==> src/hw/rtl/assert_macros.svh <==
// Assertion helpers shared by the RTL files.
// Define NO_ASSERTIONS to compile every check away.
`ifndef ASSERT_MACROS_SVH
`define ASSERT_MACROS_SVH

`ifndef NO_ASSERTIONS

// Check that a condition holds at every clock edge outside reset.
`define ASSERT_ALWAYS(name, clk, rst_n, cond, msg) \
  name: assert property (@(posedge clk) disable iff (!rst_n) (cond)) \
    else $error(msg);

// Check that a consequence holds in the same cycle as its antecedent.
`define ASSERT_IMPLY(name, clk, rst_n, ante, cons, msg) \
  name: assert property (@(posedge clk) disable iff (!rst_n) (ante) |-> (cons)) \
    else $error(msg);

`else

`define ASSERT_ALWAYS(name, clk, rst_n, cond, msg)
`define ASSERT_IMPLY(name, clk, rst_n, ante, cons, msg)

`endif

`endif

==> src/hw/rtl/clt_pkg.sv <==
package clt_pkg;

  // Store depths
  localparam int COMMAND_CHARS  = 16;
  localparam int ARGUMENT_CHARS = 16;
  localparam int VALUE_CHARS    = 16;

  // Length counters hold 0 .. depth
  localparam int CMD_LEN_W = $clog2(COMMAND_CHARS + 1);
  localparam int ARG_LEN_W = $clog2(ARGUMENT_CHARS + 1);
  localparam int VAL_LEN_W = $clog2(VALUE_CHARS + 1);

  // Store addresses
  localparam int CMD_ADDR_W = (COMMAND_CHARS > 1) ? $clog2(COMMAND_CHARS) : 1;
  localparam int ARG_ADDR_W = (ARGUMENT_CHARS > 1) ? $clog2(ARGUMENT_CHARS) : 1;
  localparam int VAL_ADDR_W = (VALUE_CHARS > 1) ? $clog2(VALUE_CHARS) : 1;

  // Dispatch read index reaches the largest depth
  localparam int MAX_CHARS_A = (COMMAND_CHARS > ARGUMENT_CHARS) ? COMMAND_CHARS : ARGUMENT_CHARS;
  localparam int MAX_CHARS   = (MAX_CHARS_A > VALUE_CHARS) ? MAX_CHARS_A : VALUE_CHARS;
  localparam int IDX_W       = $clog2(MAX_CHARS + 1);

  // Field widths
  localparam int CHAR_W = 8;
  localparam int KIND_W = 3;

  // Result kinds
  localparam logic [KIND_W-1:0] KIND_ECHO = 3'd0;
  localparam logic [KIND_W-1:0] KIND_CMD  = 3'd1;
  localparam logic [KIND_W-1:0] KIND_ARG  = 3'd2;
  localparam logic [KIND_W-1:0] KIND_VAL  = 3'd3;
  localparam logic [KIND_W-1:0] KIND_END  = 3'd4;

  // Parser modes
  localparam logic [1:0] MODE_CMD   = 2'd0;
  localparam logic [1:0] MODE_ARG   = 2'd1;
  localparam logic [1:0] MODE_VAL   = 2'd2;
  localparam logic [1:0] MODE_PANIC = 2'd3;

  // Character codes
  localparam logic [CHAR_W-1:0] CH_LOWER_A  = 8'h61;
  localparam logic [CHAR_W-1:0] CH_LOWER_Z  = 8'h7a;
  localparam logic [CHAR_W-1:0] CH_SPACE    = 8'h20;
  localparam logic [CHAR_W-1:0] CH_TAB      = 8'h09;
  localparam logic [CHAR_W-1:0] CH_EQUAL    = 8'h3d;
  localparam logic [CHAR_W-1:0] CH_COLON    = 8'h3a;
  localparam logic [CHAR_W-1:0] CH_LF       = 8'h0a;
  localparam logic [CHAR_W-1:0] CH_CR       = 8'h0d;
  localparam logic [CHAR_W-1:0] CASE_OFFSET = 8'h20;

  // Controller to datapath
  typedef struct packed {
    logic              accept;   // take the request, load the echo
    logic              emit;     // load a dispatch result
    logic [KIND_W-1:0] kind;
    logic              last;
    logic              idx_clr;  // restart the store read index
    logic              finish;   // apply the clears held back for the dispatch
  } clt_cmd_t;

  // Datapath to controller
  typedef struct packed {
    logic out_free;   // output register can load this cycle
    logic dispatch;   // current request byte starts a dispatch
    logic cmd_done;
    logic arg_done;
    logic val_done;
  } clt_status_t;

endpackage

==> src/hw/rtl/clt_req_if.sv <==
interface clt_req_if import clt_pkg::*; ();
  logic              valid;
  logic              ready;
  logic [CHAR_W-1:0] rx_byte;

  modport source (output valid, output rx_byte, input ready);
  modport sink (input valid, input rx_byte, output ready);
endinterface

==> src/hw/rtl/clt_res_if.sv <==
interface clt_res_if import clt_pkg::*; ();
  logic              valid;
  logic              ready;
  logic [KIND_W-1:0] kind;
  logic [CHAR_W-1:0] out_char;
  logic              last;

  modport source (output valid, output kind, output out_char, output last, input ready);
  modport sink (input valid, input kind, input out_char, input last, output ready);
endinterface

==> src/hw/rtl/command_line_tokenizer.sv <==
// Line tokenizer for a serial command port. Each request carries one received
// byte; lower-case letters are folded to upper case and the byte is always
// echoed back as the first result. Lines of the form CMD ARG=VAL ARG ... are
// split into command, argument and value stores of 16 characters each. Space
// or tab separates words, '=' or ':' assigns, CR or LF ends a line. Every
// completed argument or line produces a dispatch run after the echo: command
// characters, argument characters, value characters, then an end marker; the
// last result of each request has last set. Overflowing a store drops the
// character and enters panic mode, which only echoes until the next line end.
// Flow: a byte that only echoes loads just its echo. On a dispatching byte
// the single output register loads one result per cycle while the result
// side does not stall, and each of the three store phases ends with a step
// that loads nothing and restarts the registered store read. The next request
// is taken once the run ends.
module command_line_tokenizer import clt_pkg::*; (
  input  logic       clk_i,
  input  logic       rst_ni,
  clt_req_if.sink    req_i,
  clt_res_if.source  res_o
);

  clt_cmd_t    cmd;
  clt_status_t status;

  // Sequence the echo and the three store phases of a dispatch
  clt_ctrl u_ctrl (
    .clk_i      (clk_i),
    .rst_ni     (rst_ni),
    .in_valid_i (req_i.valid),
    .in_ready_o (req_i.ready),
    .status_i   (status),
    .cmd_o      (cmd)
  );

  // Parse, hold the stores and drive the result register
  clt_datapath u_datapath (
    .clk_i       (clk_i),
    .rst_ni      (rst_ni),
    .rx_byte_i   (req_i.rx_byte),
    .cmd_i       (cmd),
    .status_o    (status),
    .out_valid_o (res_o.valid),
    .out_ready_i (res_o.ready),
    .out_kind_o  (res_o.kind),
    .out_char_o  (res_o.out_char),
    .out_last_o  (res_o.last)
  );

endmodule

==> src/hw/rtl/clt_ctrl.sv <==
module clt_ctrl import clt_pkg::*; (
  input  logic        clk_i,
  input  logic        rst_ni,
  input  logic        in_valid_i,
  output logic        in_ready_o,
  input  clt_status_t status_i,
  output clt_cmd_t    cmd_o
);

  localparam logic [2:0] ST_IDLE = 3'd0;
  localparam logic [2:0] ST_CMD  = 3'd1;
  localparam logic [2:0] ST_ARG  = 3'd2;
  localparam logic [2:0] ST_VAL  = 3'd3;
  localparam logic [2:0] ST_END  = 3'd4;

  logic [2:0] state_q, state_d;

  assign in_ready_o = (state_q == ST_IDLE) && status_i.out_free;

  always_comb begin
    cmd_o   = '0;
    state_d = state_q;
    case (state_q)
      ST_IDLE: begin
        cmd_o.idx_clr = 1'b1;
        if (in_valid_i && in_ready_o) begin
          cmd_o.accept = 1'b1;
          if (status_i.dispatch) begin
            state_d = ST_CMD;
          end
        end
      end
      ST_CMD: begin
        if (status_i.cmd_done) begin
          cmd_o.idx_clr = 1'b1;
          state_d       = ST_ARG;
        end else if (status_i.out_free) begin
          cmd_o.emit = 1'b1;
          cmd_o.kind = KIND_CMD;
        end
      end
      ST_ARG: begin
        if (status_i.arg_done) begin
          cmd_o.idx_clr = 1'b1;
          state_d       = ST_VAL;
        end else if (status_i.out_free) begin
          cmd_o.emit = 1'b1;
          cmd_o.kind = KIND_ARG;
        end
      end
      ST_VAL: begin
        if (status_i.val_done) begin
          cmd_o.idx_clr = 1'b1;
          state_d       = ST_END;
        end else if (status_i.out_free) begin
          cmd_o.emit = 1'b1;
          cmd_o.kind = KIND_VAL;
        end
      end
      ST_END: begin
        if (status_i.out_free) begin
          cmd_o.emit   = 1'b1;
          cmd_o.kind   = KIND_END;
          cmd_o.last   = 1'b1;
          cmd_o.finish = 1'b1;
          state_d      = ST_IDLE;
        end
      end
      default: begin
        state_d = ST_IDLE;
      end
    endcase
  end

  always_ff @(posedge clk_i or negedge rst_ni) begin
    if (!rst_ni) begin
      state_q <= ST_IDLE;
    end else begin
      state_q <= state_d;
    end
  end

endmodule

==> src/hw/rtl/clt_datapath.sv <==
`include "assert_macros.svh"

module clt_datapath import clt_pkg::*; (
  input  logic              clk_i,
  input  logic              rst_ni,
  input  logic [CHAR_W-1:0] rx_byte_i,
  input  clt_cmd_t          cmd_i,
  output clt_status_t       status_o,
  output logic              out_valid_o,
  input  logic              out_ready_i,
  output logic [KIND_W-1:0] out_kind_o,
  output logic [CHAR_W-1:0] out_char_o,
  output logic              out_last_o
);

  logic [CHAR_W-1:0] store_cmd_mem [COMMAND_CHARS];
  logic [CHAR_W-1:0] store_arg_mem [ARGUMENT_CHARS];
  logic [CHAR_W-1:0] store_val_mem [VALUE_CHARS];

  logic [1:0]           mode_q, mode_d;
  logic [CMD_LEN_W-1:0] cmd_len_q, cmd_len_d;
  logic [ARG_LEN_W-1:0] arg_len_q, arg_len_d;
  logic [VAL_LEN_W-1:0] val_len_q, val_len_d;
  logic                 post_all_q, post_arg_q;
  logic [IDX_W-1:0]     idx_q, idx_d;
  logic [CHAR_W-1:0]    rd_cmd_q, rd_arg_q, rd_val_q;

  logic              out_valid_q;
  logic [KIND_W-1:0] out_kind_q;
  logic [CHAR_W-1:0] out_char_q;
  logic              out_last_q;

  logic [CHAR_W-1:0] folded;
  logic              is_sep, is_asg, is_lf;
  logic              wr_cmd, wr_arg, wr_val, dispatch;
  logic              pre_arg_clr, pre_val_clr, now_clr_all, post_all, post_arg;
  logic              out_free;
  logic [CHAR_W-1:0] emit_char;

  // Fold lower case and classify
  assign folded = ((rx_byte_i >= CH_LOWER_A) && (rx_byte_i <= CH_LOWER_Z)) ?
                  (rx_byte_i - CASE_OFFSET) : rx_byte_i;
  assign is_sep = (folded == CH_SPACE) || (folded == CH_TAB);
  assign is_asg = (folded == CH_EQUAL) || (folded == CH_COLON);
  assign is_lf  = (folded == CH_LF) || (folded == CH_CR);

  // Decide what the byte does in the current mode
  always_comb begin
    mode_d      = mode_q;
    wr_cmd      = 1'b0;
    wr_arg      = 1'b0;
    wr_val      = 1'b0;
    dispatch    = 1'b0;
    pre_arg_clr = 1'b0;
    pre_val_clr = 1'b0;
    now_clr_all = 1'b0;
    post_all    = 1'b0;
    post_arg    = 1'b0;
    case (mode_q)
      MODE_CMD: begin
        if ((cmd_len_q == '0) && (is_sep || is_lf)) begin
          mode_d = MODE_CMD;
        end else if (is_sep) begin
          pre_arg_clr = 1'b1;
          mode_d      = MODE_ARG;
        end else if (is_lf) begin
          pre_arg_clr = 1'b1;
          pre_val_clr = 1'b1;
          dispatch    = 1'b1;
          post_all    = 1'b1;
          mode_d      = MODE_CMD;
        end else if (cmd_len_q >= CMD_LEN_W'(COMMAND_CHARS)) begin
          mode_d = MODE_PANIC;
        end else begin
          wr_cmd = 1'b1;
        end
      end
      MODE_ARG: begin
        if ((arg_len_q == '0) && is_sep) begin
          mode_d = MODE_ARG;
        end else if (is_asg) begin
          pre_val_clr = 1'b1;
          mode_d      = MODE_VAL;
        end else if (is_sep) begin
          pre_val_clr = 1'b1;
          dispatch    = 1'b1;
          post_arg    = 1'b1;
          mode_d      = MODE_ARG;
        end else if (is_lf) begin
          pre_val_clr = 1'b1;
          dispatch    = 1'b1;
          post_all    = 1'b1;
          mode_d      = MODE_CMD;
        end else if (arg_len_q >= ARG_LEN_W'(ARGUMENT_CHARS)) begin
          mode_d = MODE_PANIC;
        end else begin
          wr_arg = 1'b1;
        end
      end
      MODE_VAL: begin
        if (is_sep) begin
          dispatch = 1'b1;
          post_arg = 1'b1;
          mode_d   = MODE_ARG;
        end else if (is_lf) begin
          dispatch = 1'b1;
          post_all = 1'b1;
          mode_d   = MODE_CMD;
        end else if (val_len_q >= VAL_LEN_W'(VALUE_CHARS)) begin
          mode_d = MODE_PANIC;
        end else begin
          wr_val = 1'b1;
        end
      end
      default: begin
        if (is_lf) begin
          now_clr_all = 1'b1;
          mode_d      = MODE_CMD;
        end
      end
    endcase
  end

  // Lengths: update on accept, apply held-back clears at dispatch end
  always_comb begin
    cmd_len_d = cmd_len_q;
    arg_len_d = arg_len_q;
    val_len_d = val_len_q;
    if (cmd_i.accept) begin
      if (now_clr_all) begin
        cmd_len_d = '0;
      end else if (wr_cmd) begin
        cmd_len_d = cmd_len_q + 1'b1;
      end
      if (now_clr_all || pre_arg_clr) begin
        arg_len_d = '0;
      end else if (wr_arg) begin
        arg_len_d = arg_len_q + 1'b1;
      end
      if (now_clr_all || pre_val_clr) begin
        val_len_d = '0;
      end else if (wr_val) begin
        val_len_d = val_len_q + 1'b1;
      end
    end else if (cmd_i.finish) begin
      if (post_all_q) begin
        cmd_len_d = '0;
        arg_len_d = '0;
        val_len_d = '0;
      end else if (post_arg_q) begin
        arg_len_d = '0;
      end
    end
  end

  always_ff @(posedge clk_i or negedge rst_ni) begin
    if (!rst_ni) begin
      mode_q     <= MODE_CMD;
      cmd_len_q  <= '0;
      arg_len_q  <= '0;
      val_len_q  <= '0;
      post_all_q <= 1'b0;
      post_arg_q <= 1'b0;
      idx_q      <= '0;
    end else begin
      cmd_len_q <= cmd_len_d;
      arg_len_q <= arg_len_d;
      val_len_q <= val_len_d;
      idx_q     <= idx_d;
      if (cmd_i.accept) begin
        mode_q     <= mode_d;
        post_all_q <= post_all;
        post_arg_q <= post_arg;
      end
    end
  end

  // Read index: read data register holds the entry at idx_q as it stood before any write at the same edge
  assign idx_d = cmd_i.idx_clr ? '0 : (cmd_i.emit ? (idx_q + 1'b1) : idx_q);

  always_ff @(posedge clk_i) begin
    if (cmd_i.accept && wr_cmd) begin
      store_cmd_mem[cmd_len_q[CMD_ADDR_W-1:0]] <= folded;
    end
    if (cmd_i.accept && wr_arg) begin
      store_arg_mem[arg_len_q[ARG_ADDR_W-1:0]] <= folded;
    end
    if (cmd_i.accept && wr_val) begin
      store_val_mem[val_len_q[VAL_ADDR_W-1:0]] <= folded;
    end
    rd_cmd_q <= store_cmd_mem[idx_d[CMD_ADDR_W-1:0]];
    rd_arg_q <= store_arg_mem[idx_d[ARG_ADDR_W-1:0]];
    rd_val_q <= store_val_mem[idx_d[VAL_ADDR_W-1:0]];
  end

  // Output register
  assign out_free = !out_valid_q || out_ready_i;

  always_comb begin
    case (cmd_i.kind)
      KIND_CMD: emit_char = rd_cmd_q;
      KIND_ARG: emit_char = rd_arg_q;
      KIND_VAL: emit_char = rd_val_q;
      default:  emit_char = '0;
    endcase
  end

  always_ff @(posedge clk_i or negedge rst_ni) begin
    if (!rst_ni) begin
      out_valid_q <= 1'b0;
    end else if (cmd_i.accept || cmd_i.emit) begin
      out_valid_q <= 1'b1;
    end else if (out_ready_i) begin
      out_valid_q <= 1'b0;
    end
  end

  always_ff @(posedge clk_i) begin
    if (cmd_i.accept) begin
      out_kind_q <= KIND_ECHO;
      out_char_q <= folded;
      out_last_q <= !dispatch;
    end else if (cmd_i.emit) begin
      out_kind_q <= cmd_i.kind;
      out_char_q <= emit_char;
      out_last_q <= cmd_i.last;
    end
  end

  assign out_valid_o = out_valid_q;
  assign out_kind_o  = out_kind_q;
  assign out_char_o  = out_char_q;
  assign out_last_o  = out_last_q;

  assign status_o.out_free = out_free;
  assign status_o.dispatch = dispatch;
  assign status_o.cmd_done = (idx_q == IDX_W'(cmd_len_q));
  assign status_o.arg_done = (idx_q == IDX_W'(arg_len_q));
  assign status_o.val_done = (idx_q == IDX_W'(val_len_q));

  `ASSERT_ALWAYS(a_len_bound, clk_i, rst_ni, (cmd_len_q <= CMD_LEN_W'(COMMAND_CHARS)) && (arg_len_q <= ARG_LEN_W'(ARGUMENT_CHARS)) && (val_len_q <= VAL_LEN_W'(VALUE_CHARS)), "store length beyond depth")
  `ASSERT_ALWAYS(a_one_load, clk_i, rst_ni, !(cmd_i.accept && cmd_i.emit), "echo and dispatch result loaded together")
  `ASSERT_IMPLY(a_no_overwrite, clk_i, rst_ni, cmd_i.accept || cmd_i.emit, out_free, "output register overwritten while held")
  `ASSERT_IMPLY(a_panic_no_store, clk_i, rst_ni, mode_q == MODE_PANIC, !(wr_cmd || wr_arg || wr_val), "store written in panic mode")

endmodule
==> src/flat_wrapper.sv <==
// flat-port wrapper written by rule: the top's interface ports become plain ports
module command_line_tokenizer_flat import clt_pkg::*;
  (clk_i, rst_ni, req_i_valid, req_i_rx_byte, req_i_ready, res_o_valid, res_o_kind, res_o_out_char, res_o_last, res_o_ready);
  clt_req_if req_i_i ();
  clt_res_if res_o_i ();
  input  logic clk_i;
  input  logic rst_ni;
  input wire logic [$bits(req_i_i.valid)-1:0] req_i_valid;
  input wire logic [$bits(req_i_i.rx_byte)-1:0] req_i_rx_byte;
  output wire logic [$bits(req_i_i.ready)-1:0] req_i_ready;
  output wire logic [$bits(res_o_i.valid)-1:0] res_o_valid;
  output wire logic [$bits(res_o_i.kind)-1:0] res_o_kind;
  output wire logic [$bits(res_o_i.out_char)-1:0] res_o_out_char;
  output wire logic [$bits(res_o_i.last)-1:0] res_o_last;
  input wire logic [$bits(res_o_i.ready)-1:0] res_o_ready;
  assign req_i_i.valid = req_i_valid;
  assign req_i_i.rx_byte = req_i_rx_byte;
  assign req_i_ready = req_i_i.ready;
  assign res_o_valid = res_o_i.valid;
  assign res_o_kind = res_o_i.kind;
  assign res_o_out_char = res_o_i.out_char;
  assign res_o_last = res_o_i.last;
  assign res_o_i.ready = res_o_ready;
  command_line_tokenizer u_core (.clk_i(clk_i), .rst_ni(rst_ni), .req_i(req_i_i), .res_o(res_o_i));
endmodule
==> config.mk <==
export PLATFORM = sky130hd
export DESIGN_NAME = command_line_tokenizer_flat
export DESIGN_NICKNAME = d
export VERILOG_FILES = /design/src/hw/rtl/clt_pkg.sv /design/src/hw/rtl/clt_req_if.sv /design/src/hw/rtl/clt_res_if.sv /design/src/hw/rtl/command_line_tokenizer.sv /design/src/hw/rtl/clt_ctrl.sv /design/src/hw/rtl/clt_datapath.sv /design/src/flat_wrapper.sv
export VERILOG_INCLUDE_DIRS = /design/src /design/src/hw/rtl
export SDC_FILE = /design/constraint.sdc
export NUM_CORES = 1
export LEC_CHECK = 0
export BUFFER_PORTS_ARGS = -buffer_cell sky130_fd_sc_hd__buf_2
export CORE_MARGIN = 4
export CORE_UTILIZATION = 35
export DETAILED_ROUTE_END_ITERATION = 12
export GPL_TIMING_DRIVEN = 0
export PLACE_DENSITY = 0.54
export SLEW_MARGIN = 25
export SYNTH_ARGS = -nofsm -noshare
export SYNTH_HDL_FRONTEND = slang
export SYNTH_SLANG_ARGS = --single-unit
==> constraint.sdc <==
create_clock -name clk_i -period 7.5 [get_ports clk_i]
set_input_delay 1.125 -clock clk_i [delete_from_list [all_inputs] [get_ports clk_i]]
set_output_delay 1.125 -clock clk_i [all_outputs]
set_load 0.02 [all_outputs]
# ---- Yosys cells after proc, flatten, opt, wreduce, memory -nomap -nowiden
# Memories as Yosys holds them, arrays and structs flattened. A register that Yosys moved wholly into a read port is not among the register bits.
# Index checks and enable logic that the tools add are counted.
dict set report totals {
  regBits 40
  ramBits 384
  input_bits 12
  output_inout_bits 14
  wordCells 194
  mem_count 3
}
# memory depth word_bits rd rd_ports_with_merged_regs write_ports line
set mem_list {}
lappend mem_list {u_core.u_datapath.store_arg_mem 16 8 1 1 1 clt_datapath.sv:17} ;# logic [CHAR_W-1:0] store_arg_mem [ARGUMENT_CHARS];
lappend mem_list {u_core.u_datapath.store_cmd_mem 16 8 1 1 1 clt_datapath.sv:16} ;# logic [CHAR_W-1:0] store_cmd_mem [COMMAND_CHARS];
lappend mem_list {u_core.u_datapath.store_val_mem 16 8 1 1 1 clt_datapath.sv:18} ;# logic [CHAR_W-1:0] store_val_mem [VALUE_CHARS];
dict set report classes {
  n_addsub 5
  n_lt_le_gt_ge 5
  n_eq_ne 30
  n_mux 103
  n_reduce_logical 35
}
# op n
set ops {}
lappend ops {{2-to-1 mux 5 bit} 17}
lappend ops {{2-to-1 mux 1 bit} 49}
lappend ops {{2-to-1 mux 2 bit} 13}
lappend ops {{== test 8 x 4 -> 1 bit (second input constant)} 3}
lappend ops {{== test 8 x 6 -> 1 bit (second input constant)} 3}
lappend ops {{2-to-1 mux 4 bit} 6}
lappend ops {{2-to-1 mux 8 bit} 3}
lappend ops {{one-hot mux 8 bit (3 select lines)} 1}
lappend ops {{adder 5 x 1 -> 5 bit (second input constant)} 4}
lappend ops {{2-to-1 mux 3 bit} 6}
lappend ops {{one-hot mux 4 bit (4 select lines)} 1}
lappend ops {{== test 5 bit} 3}
lappend ops {{greater-or-equal comparator 5 bit (second input constant)} 3}
lappend ops {{one-hot mux 3 bit (5 select lines)} 1}
lappend ops {{== test 3 x 2 -> 1 bit (second input constant)} 4}
lappend ops {{zero test 5 bit} 2}
lappend ops {{nonzero test 2 bit} 5}
lappend ops {{!= test 3 x 1 -> 1 bit (second input constant)} 3}
lappend ops {{AND reduction 3 bit} 3}
lappend ops {{greater-or-equal comparator 8 x 7 -> 1 bit (second input constant)} 1}
lappend ops {{less-or-equal comparator 8 x 7 -> 1 bit (second input constant)} 1}
lappend ops {{logical AND 1 bit} 8}
lappend ops {{logical OR 1 bit} 8}
lappend ops {{!= test 2 x 1 -> 1 bit (second input constant)} 4}
lappend ops {{other kinds (21)} 26}

# ---- Logic depth before layout (Yosys ltp)
# Gate-level depths: netlist of run 1.
dict set report depth {
  word_depth 13
  depth_mapped 15
  mapped_depth_nobuf 12
}

# ---- Cells and area by module
# From an unflattened synthesis of run 1, not the netlist that was laid out.
dict set report hier_totals {
  hier_cells 1301
  area_unflattened_um2 18965.7
}
# module instances cells_each area_per_inst_um2 seq_area_each_um2
set by_module_without_submodules {}
lappend by_module_without_submodules {clt_datapath 1 1267 18719.2 12967.4}
lappend by_module_without_submodules {clt_ctrl 1 34 246.5 75.1}

# ---- Worst setup path after synthesis of run 1
# Ideal clock, no wire load.
dict set report synth_path {
  path_kind {input-to-reg}
  start {in req_i_rx_byte[1]}
  end {mem u_core.u_datapath.store_cmd_mem[3][0] (enable)}
  setup_ns 0.383
  t_arrival_ns 4.625
  required_time_ns 7.117
  slack_ns 2.492
  cell_stages 9
  n_path_buf 1
  path_cell_list {a21oi_1 o221ai_1 o21bai_1 or3_1 nand2b_1 buf_2 nor4_2 nand2_1 nor3_1}
}
dict set report synth_between {
  elab_chain_len 12
  elab_cells_between_ends 20
  classes_between {1 x add/sub; 2 x order compare; 4 x eq/ne; 7 x mux; 6 x reduce/logical}
}
# item line
set synth_rtl {}
lappend synth_rtl {{from (decl)} flat_wrapper.sv:9} ;# input wire logic [$bits(req_i_i.rx_byte)-1:0] req_i_rx_byte;
lappend synth_rtl {{greater-or-equal comparator 8 x 7 -> 1 bit / less-or-equal comparator 8 x 7 -> 1 bit (equally long branches)} clt_datapath.sv:41} ;# assign folded = ((rx_byte_i >= CH_LOWER_A) && (rx_byte_i <= CH_LOWER_Z)) ?
lappend synth_rtl {{logical AND 1 bit} clt_datapath.sv:41}
lappend synth_rtl {{2-to-1 mux 8 bit *} clt_datapath.sv:41}
lappend synth_rtl {{net u_core.u_datapath.folded[7]} clt_datapath.sv:33} ;# logic [CHAR_W-1:0] folded;
lappend synth_rtl {{== test 8 x 4 -> 1 bit (tied with other cells)} clt_datapath.sv:45} ;# assign is_lf = (folded == CH_LF) || (folded == CH_CR);
lappend synth_rtl {{logical OR 1 bit (on tied branches)} {clt_datapath.sv:45, clt_datapath.sv:43}}
lappend synth_rtl {{2-to-1 mux 1 bit / logical OR 1 bit (equally long branches)} {clt_datapath.sv:66, clt_datapath.sv:61}}
lappend synth_rtl {{2-to-1 mux 1 bit / logical AND 1 bit (equally long branches)} {clt_datapath.sv:63, clt_datapath.sv:61}}
lappend synth_rtl {{2-to-1 mux 1 bit *} clt_datapath.sv:61} ;# if ((cmd_len_q == '0) && (is_sep || is_lf)) begin
lappend synth_rtl {{2-to-1 mux 1 bit *} clt_datapath.sv:59} ;# case (mode_q)
lappend synth_rtl {{logical AND 1 bit *} clt_datapath.sv:182} ;# if (cmd_i.accept && wr_cmd) begin
lappend synth_rtl {{2-to-1 mux 1 bit *} clt_datapath.sv:182}
lappend synth_rtl {{2-to-1 mux 1 bit (implied by the code) *} clt_datapath.sv:183} ;# store_cmd_mem[cmd_len_q[CMD_ADDR_W-1:0]] <= folded;
lappend synth_rtl {{to (decl)} clt_datapath.sv:16}
# The timed path passes the listed nets; every way through them passes the cells marked *.

# ---- Worst setup path after layout of run 1
dict set report layout_path {
  start {in req_i_rx_byte[1]}
  end {mem u_core.u_datapath.store_cmd_mem[7][2] (enable)}
}
# The elaborated chain is that of the path after synthesis.

==> metrics.md, run 1 <==
| Metric | Value |
|---|---|
| Pin count of the biggest net entering global routing | 55 |
| Post-synthesis sequential area ratio | 70.5% |
| Power Dens Cells | 334 nW/µm² |
| Slowest stage cell, crit path | nor2_1 |
| Worst Clk Skew | 0.0213 ns |
| Worst path max stage delay | between 0.7 and 0.8 ns |
| Ys Warns | 0 |
| Crit share post-route | 65.1% |
| Setup tns final | 0 ns |
| Post-CTS setup-driven buffer insertion count | 0 |
| # rows | 84 |
| Post-synthesis async set-or-reset flop share | 6.25% |
| Cell area after layout | 21200 µm² |
| Synth Area in XOR/XNOR | less than 1% |
| Worst VDD drop | 0.146 mV |
| Drt drc | 0 |
| Port-buffer cells | 25 |
| Final Util | 40.4% |
| Initial antenna violation count | 0 |
| Aggregate routed wire length | 49700 µm |
| CTS Hold Buffers Added | 0 |
| RSZ-0062 raised after global routing | false |
| Antenna-violating nets left | 0 |
| Cell variety after synth | 81 |
| GR Overflow Total | 0 |
| Worst hold path type | flop to flop |
| # fillers | a little under 5000 |
| Initial Util | 35.3% |
| Crit. End Element | flop |
| Fin crit period | 4.88 ns |
| Commonest non-fill, non-tap cell in the layout | edfxtp_1 |
| Vias | 11100 |
| Die area | 56600 µm² |
| Max-cap violations | 0 |
| WL/cell | about 24 µm |
| Post-synthesis mux area share | 4.51% |
| First-pass GRT wire length | 73000 µm |
| CTS Root Cell | clkbuf_16 |
| Proportion of layout cells with a drive suffix above 1 | a little under a fifth |
| Core area | 52400 µm² |
| Status | completed |
| DP Area | 19700 µm² |
| CTS tree | done |
| Syn nets | 1291 |
| Compound-Gate Fraction of Synth Area | 8.08% |
| Num CTS Buffers | 45 |
| Starting DRT DRC Count | 1094 |
| Number of flops mapped to enable cells by yosys | 393 |
| Largest family of logic cells by synthesized area | simple AND/OR/NAND/NOR gates |
| Max_slew headroom | 30.2% |
| Commonest non-fill, non-tap cells in the layout | 393 x edfxtp_1, 147 x nand2_1, 61 x nand3_1 |
| Syn_area_per_cell | approximately 15 µm² |
| Fin nets | 1376 |
| Worst EP required | 7.71 ns |
| DR vias/cell | 5.36 |
| Worst setup path class | input port to flop |
| Multi-input logic area | 5040 µm² |
| Die Span Y | 238 µm |
| Yosys reg bits | 448 |
| Synth Flop Type | edfxtp_1 |
| GPL Wtd Cong | 0.871 |
| Clock Sinks | 448 |
| Bufs on Longest Clock Path | 3 |
| Final hold vios | 0 |
| GR Util All Layers | around 17% |
| Hold WS | 0.485 ns |
| Seq. cell area | about 13000 µm² |
| DP HPWL | about 34000 µm |
| Worst slew pin tran | approximately 1.0 ns |
| Area share of fa/ha/maj cells after synthesis | 1.22% |
| Quantity of gates resized following cts | 0 |
| Mapped Cells | 1261 |
| Mapped cell area | 18500 µm² |
| Max FO, Critical Path | 53 |
| Area delta synth->final | 14.4% |
| CP startpoint kind | input port |
| Final setup margin | 2.62 ns |
| Pre-CTS WS | ~1.7 ns |
| Critical Path AT | approximately 5.1 ns |
| Number of max-slew violations in the final report | 0 |
| Worst-path clk slew | 0.07 ns |
| Cell chain of the critical path | buf_4 > or3_1 > o22ai_1 > o21a_4 > nor4b_4 > nand2b_1 > buf_2 > nor4_2 > nand2_1 > nor2_1 |
| ANT cells | 0 |
| DR pass1 iterations | 6 |
| Setup violators final | 0 |
| Num ports | 26 |
| Worst skew pair latency | 0.59 ns |
| Achievable Freq | 0.205 GHz |
| Die X | between 200 and 250 µm |
| CTS HTree Levels | 2 |
| Vias in the first global route | between 10000 and 15000 |
| Leakage Power | 7.06 nW |
| Post-Synth Simple-Gate Area | 11.9% |
metal layers:
metal	vias to the layer above	track usage, %	share of wire, %
met5	-	0	0
met1	5645	24.9	45
met2	343	27.3	46
li1	5038	-	-
met4	0	4.67	2.4
met3	72	3.35	6.5
cell families (layout without fill, tap and decap cells):
logic type               Yosys count  count (layout)
AO/OA/AOI/OAI                    184             184
XOR/XNOR                          21              21
adder cells (fa/ha/maj)           18              18
buffers and inverters             93             215
flip-flops                       448             448
multiplexers                      53              53
AND/OR/NAND/NOR                  444             444
critical path: cells and delay by family:
kind / cells / cell delay, ns
AOI/OAI and AO/OA: 2 / 0.77
and+or+nand+nor: 6 / 2.63
buffers and inverters: 2 / 0.48
state kept, by name, indices dropped and copies added (netlist names):
signal                           cells
u_core.u_datapath.arg_len_q          5
u_core.u_datapath.store_val_mem    128
u_core.u_ctrl.state_q                3
u_core.u_datapath.out_kind_o         3
u_core.u_datapath.out_char_o         8
u_core.u_datapath.rd_val_q           8
u_core.u_datapath.out_last_o         1
u_core.u_datapath.val_len_q          5
u_core.u_datapath.mode_q             2
u_core.u_datapath.post_all_q         1
u_core.u_datapath.post_arg_q         1
u_core.u_datapath.cmd_len_q          5
u_core.u_datapath.rd_cmd_q           8
u_core.u_datapath.rd_arg_q           8
u_core.u_datapath.idx_q              5
u_core.u_datapath.out_valid_o        1
u_core.u_datapath.store_cmd_mem    128
u_core.u_datapath.store_arg_mem    128
cells in the mapped netlist, types with 5 or more instances:
| cell type | number | area (µm²) |
|---|---|---|
| o211ai_2 | 20 | 250 |
| or3_1 | 27 | 169 |
| clkbuf_1 | 19 | 71.3 |
| mux2i_1 | 26 | 260 |
| nor3b_1 | 5 | 37.5 |
| ha_1 | 18 | 225 |
| nor2b_1 | 27 | 169 |
| xor2_1 | 17 | 149 |
| nor3_1 | 42 | 210 |
| mux4_2 | 24 | 541 |
| nand2_1 | 147 | 552 |
| buf_2 | 32 | 160 |
| nor2_1 | 61 | 229 |
| nand3_1 | 61 | 305 |
| inv_1 | 19 | 71.3 |
| o22ai_1 | 25 | 156 |
| dfrtp_1 | 28 | 701 |
| a222oi_1 | 7 | 70.1 |
| dfxtp_1 | 27 | 541 |
| edfxtp_1 | 393 | 11800 |
| nand2b_1 | 14 | 87.6 |
| a211oi_1 | 24 | 180 |
| buf_6 | 10 | 113 |
| a21oi_1 | 29 | 145 |
| o32ai_1 | 25 | 219 |
| o21ai_0 | 7 | 35.0 |
| buf_4 | 7 | 52.6 |
| nand4_1 | 27 | 169 |
where the power goes:
group	total [W]	leakage (nW)	internal, W	switching, W
clock network	0.00219	0.698	0.00123	0.000959
logic	0.00184	2.22	0.000613	0.00122
registers	0.00304	4.14	0.00292	0.000115
stage by stage:
step,instances,power [W]
floorplan,1261,0.00425
global placement,1974,0.00488
detailed placement,1987,0.00492
CTS,2071,0.00711
global route,2071,0.00739
finish,2071,0.00707
final cells by class:
cell class                 instances  share of cell area [%]
clock inverter                    29                    1.15
multi-input combinational        720                    23.8
buffer                            72                    2.05
clock buffer                      55                    5.59
tap                              688                    4.06
inverter                          21                   0.396
timing repair buffer              38                    1.35
sequential                       448                    61.6
worst paths after layout:
kind                                                  from                                     to  slack [ns]  cells after the start
hold / removal             u_core.u_datapath.out_kind_o[2]        u_core.u_datapath.out_kind_o[2]        0.49                      2
max in group asynchronous                           rst_ni         u_core.u_datapath.arg_len_q[1]        6.44                      1
setup reg to reg                u_core.u_datapath.idx_q[0]          u_core.u_datapath.rd_arg_q[3]        3.66                     13
setup / recovery                          req_i_rx_byte[1]  u_core.u_datapath.store_cmd_mem[7][2]        2.62                     10
min in group asynchronous                           rst_ni         u_core.u_datapath.arg_len_q[2]        0.59                      1
hold reg to reg            u_core.u_datapath.out_kind_o[2]        u_core.u_datapath.out_kind_o[2]        0.49                      2
(Power assumes the default switching activity.)
==> run 2, diff against run 1 <==
--- a/config.mk
+++ b/config.mk
@@ -6,12 +6,13 @@
 export SDC_FILE = /design/constraint.sdc
 export NUM_CORES = 1
 export LEC_CHECK = 0
+export ABC_AREA = 1
 export BUFFER_PORTS_ARGS = -buffer_cell sky130_fd_sc_hd__buf_2
 export CORE_MARGIN = 4
 export CORE_UTILIZATION = 35
 export DETAILED_ROUTE_END_ITERATION = 12
 export GPL_TIMING_DRIVEN = 0
-export PLACE_DENSITY = 0.54
+export PLACE_DENSITY = 0.56
 export SLEW_MARGIN = 25
 export SYNTH_ARGS = -nofsm -noshare
 export SYNTH_HDL_FRONTEND = slang
==> constraint.sdc (replaced) <==
create_clock -name clk_i -period 4.2 [get_ports clk_i]
set_input_delay 0.63 -clock clk_i [delete_from_list [all_inputs] [get_ports clk_i]]
set_output_delay 0.63 -clock clk_i [all_outputs]
set_load 0.02 [all_outputs]
==> run 2 against run 1 <==
Sequential power rose by 77%. Power increased to 2.7 times the previous value. Highest routed layer unchanged. Area after synthesis up 10%. Register-to-register slack worse by 2.8 ns. Hold slack worse by 0.41 ns.
==> metrics.md, run 2 <==
| Metric | Value |
|---|---|
| Status | completed |
| Number of max-slew violations in the final report | 0 (unchanged) |
| Post-synthesis async set-or-reset flop share | 6.25% (unchanged) |
| Worst EP required | 4.50 ns (-3.21 ns) |
| DP HPWL | 44700 µm (+32%) |
| Initial Util | 35.4% (+0.074 points) |
| CP startpoint kind | input port |
| Commonest non-fill, non-tap cells in the layout | 408 x nand2_1, 393 x edfxtp_1, 351 x nand3_1 |
| Worst setup path class | input port to flop |
| Aggregate routed wire length | 64300 µm (+29%) |
| CTS tree | done |
| Initial antenna violation count | 1 (+1) |
| Top post-synthesis cells by area | edfxtp_1 58%, nand3_1 8.6%, nand2_1 7.5%, inv_1 4.4%, nand3b_1 3.5% |
| Mapped Cells | 1974 (+57%) |
| NetSw | 0.00888 W (+290%) |
| Crit share post-route | 96.0% |
| Achievable Freq | 0.248 GHz |
| Vias | 15200 (+37%) |
| CTS Hold Buffers Added | 0 (unchanged) |
| Drt drc | 0 (unchanged) |
| Post-synthesis sequential area ratio | 63.9% (-6.5 points) |
| Core area | 57700 µm² (+10%) |
| DR vias/cell | 5.27 (-1.6%) |
| Worst slew pin tran | 0.891 ns (-0.152 ns) |
| Syn_area_per_cell | 10.3 µm² (-30%) |
| Critical Path AT | 4.33 ns (-0.76 ns) |
| Max-cap violations | 0 (unchanged) |
| Fin cells | 2878 (+39%) |
| Clk network pwr share | 24.1% (-6.9 points) |
| Yosys reg bits | 448 (unchanged) |
| Final hold vios | 0 (unchanged) |
| # fillers | 5592 (+16%) |
| Antenna-violating nets left | 0 (unchanged) |
| Worst skew pair latency | 0.60 ns (about the same) |
| # placed instances | 2768 (+39%) |
| Pint | 0.0105 W (+120%) |
| Hold WS | 0.0777 ns (-0.407 ns) |
| CTS HTree Levels | 2 (unchanged) |
| Num CTS Buffers | 50 (+11%) |
| First-pass GRT wire length | 95000 µm (+30%) |
| Port-buffer cells | 25 (unchanged) |
| Commonest non-fill, non-tap cell in the layout | nand2_1 |
| Switching part of the total | 45.7% (+13 points) |
| Worst Clk Skew | 0.0154 ns (-0.00592 ns) |
| Max FO, Critical Path | 51 (-3.8%) |
| # rows | 88 (+4.8%) |
| Starting DRT DRC Count | 1502 (+37%) |
| Syn nets | 2004 (+55%) |
| Fin nets | 2101 (+53%) |
| Synth Flop Type | edfxtp_1 |
| Sequential power share | 27.7% (-15 points) |
| Cell variety after synth | 40 (-51%) |
| Final Util | 41.4% (+1.0 points) |
| Gate power share | 48.2% (+22 points) |
| Num ports | 26 (unchanged) |
| Mapped cell area | 20400 µm² (+10%) |
| GPL Wtd Cong | 0.937 (+7.6%) |
| Die Span Y | 249 µm (+4.8%) |
| Power after layout | 0.0194 W (+170%) |
| Worst hold path type | input port to asynchronous set/reset pin |
| Clock Sinks | 448 (unchanged) |
| Yosys top cell area share | 57.8% (-5.9 points) |
| DR pass1 iterations | 5 (-1) |
| Setup violators final | 0 (unchanged) |
| Yosys top cell by area | edfxtp_1 |
| GR Overflow Total | 0 (unchanged) |
| GR Util All Layers | 20.3% (+2.9 points) |
| Ys Warns | 0 (unchanged) |
| Pin count of the biggest net entering global routing | 54 (-1.8%) |
| CTS Root Cell | clkbuf_16 |
| Number of flops mapped to enable cells by yosys | 393 (unchanged) |
| Post-synth top cells | 408 x nand2_1, 393 x edfxtp_1, 351 x nand3_1 |
| Crit. End Element | flop |
| Leakage Power | 9.56 nW (+35%) |
| WL/cell | 22.3 µm (-7.0%) |
| Power Dens Cells | 812 nW/µm² (+140%) |
| Die X | 249 µm (+4.8%) |
| Worst-path clk slew | 0.06 ns (about the same) |
| Max_slew headroom | 40.4% (+10 points) |
| Die area | 62200 µm² (+9.9%) |
| Area delta synth->final | 17.1% |
| Worst VDD drop | 0.418 mV (+190%) |
| Top-count cell post-synth | nand2_1 |
| Fin crit period | between 4 and 5 ns |
| Bufs on Longest Clock Path | 3 (unchanged) |
| Proportion of layout cells with a drive suffix above 1 | 13.5% (-4.7 points) |
| Vias in the first global route | 14800 (+36%) |
-- run 2: final timing paths --
check,from,endpoint,slack (ns),cells past startpoint
setup / recovery,req_i_rx_byte[2],u_core.u_datapath.store_arg_mem[5][3],0.17,16
hold / removal,rst_ni,u_core.u_datapath.mode_q[1],0.08,1
setup reg to reg,u_core.u_datapath.idx_q[1],u_core.u_datapath.rd_cmd_q[4],0.82,17
hold reg to reg,u_core.u_datapath.out_kind_o[2],u_core.u_datapath.out_kind_o[2],0.46,2
max in group asynchronous,rst_ni,u_core.u_datapath.cmd_len_q[3],3.66,1
min in group clk_i,res_o_ready,u_core.u_datapath.out_kind_o[1],0.43,3
-- run 2: timing repair --
| action | CTS | global route |
|---|---|---|
| pin swaps | 1 | 13 |
| setup endpoints to repair | 320 | 360 |
| buffers inserted | 1 | 15 |
| resized for setup | 34 | 25 |
-- run 2: cell families (layout without fill, tap and decap cells) --
kind of cell,count (synthesis),count (layout),synth area share [%]
fa+ha+maj,18,18,1.10
other cells,0,2,0
compound gates,44,44,1.37
buf+inv,377,514,7.54
xor+xnor,9,9,0.386
flops,448,448,63.9
simple gates,1078,1078,25.7
-- run 2: layer usage --
metal,routed length [µm],up-vias,global-route usage (%)
met2,29300,636,32.4
met5,0,-,0
met3,5300,155,4.14
li1,-,6983,-
met4,3060,0,8.64
met1,26600,7397,27.1
-- run 2: critical path, stage by stage --
cell and delay (ns):
clkbuf_8 0.39, inv_1 0.18, a21oi_1 0.20, nand3_1 0.16
nand2_1 0.26, nand2_1 0.28, clkinv_8 0.29, nor2_1 0.09
nand3_2 0.15, nand2_2 0.11, nor2_1 0.21, nand2_1 0.21
nor2_2 0.26, nand2_1 0.36, nor2_4 0.24, buf_12 0.16
-- run 2: layout make-up --
type	instances	area [µm²]	area share (%)
antenna	2	5.00	0.0210
buffer	114	548	2.29
clock buffer	75	1500	6.27
clock inverter	17	264	1.11
inverter	263	1000	4.20
multi-input combinational	1149	6000	25.1
sequential	448	13000	54.6
tap	765	957	4.01
timing repair buffer	45	567	2.37
-- run 2: power by group through the flow --
stage | clock network (W) | logic (W) | registers (W)
6_report | 0.00468 | 0.00936 | 0.00537
5_1_grt | 0.00491 | 0.0101 | 0.00539
4_1_cts | 0.00472 | 0.00921 | 0.00537
3_5_place_dp | 0 | 0.00917 | 0.00546
3_3_place_gp | 0 | 0.00909 | 0.00546
2_1_floorplan | 0 | 0.00554 | 0.00549
-- run 2: through the flow --
stage                     area, µm²  TNS [ns]  worst slack [ns]
after global placement        21500  -1070.04             -2.83
after floorplan               20400         0             0.623
after CTS                     23500    -0.714           -0.0335
after detailed placement      21600   -333.64             -1.26
after global routing          23900    -0.475           -0.0280
final                         23900         0             0.166
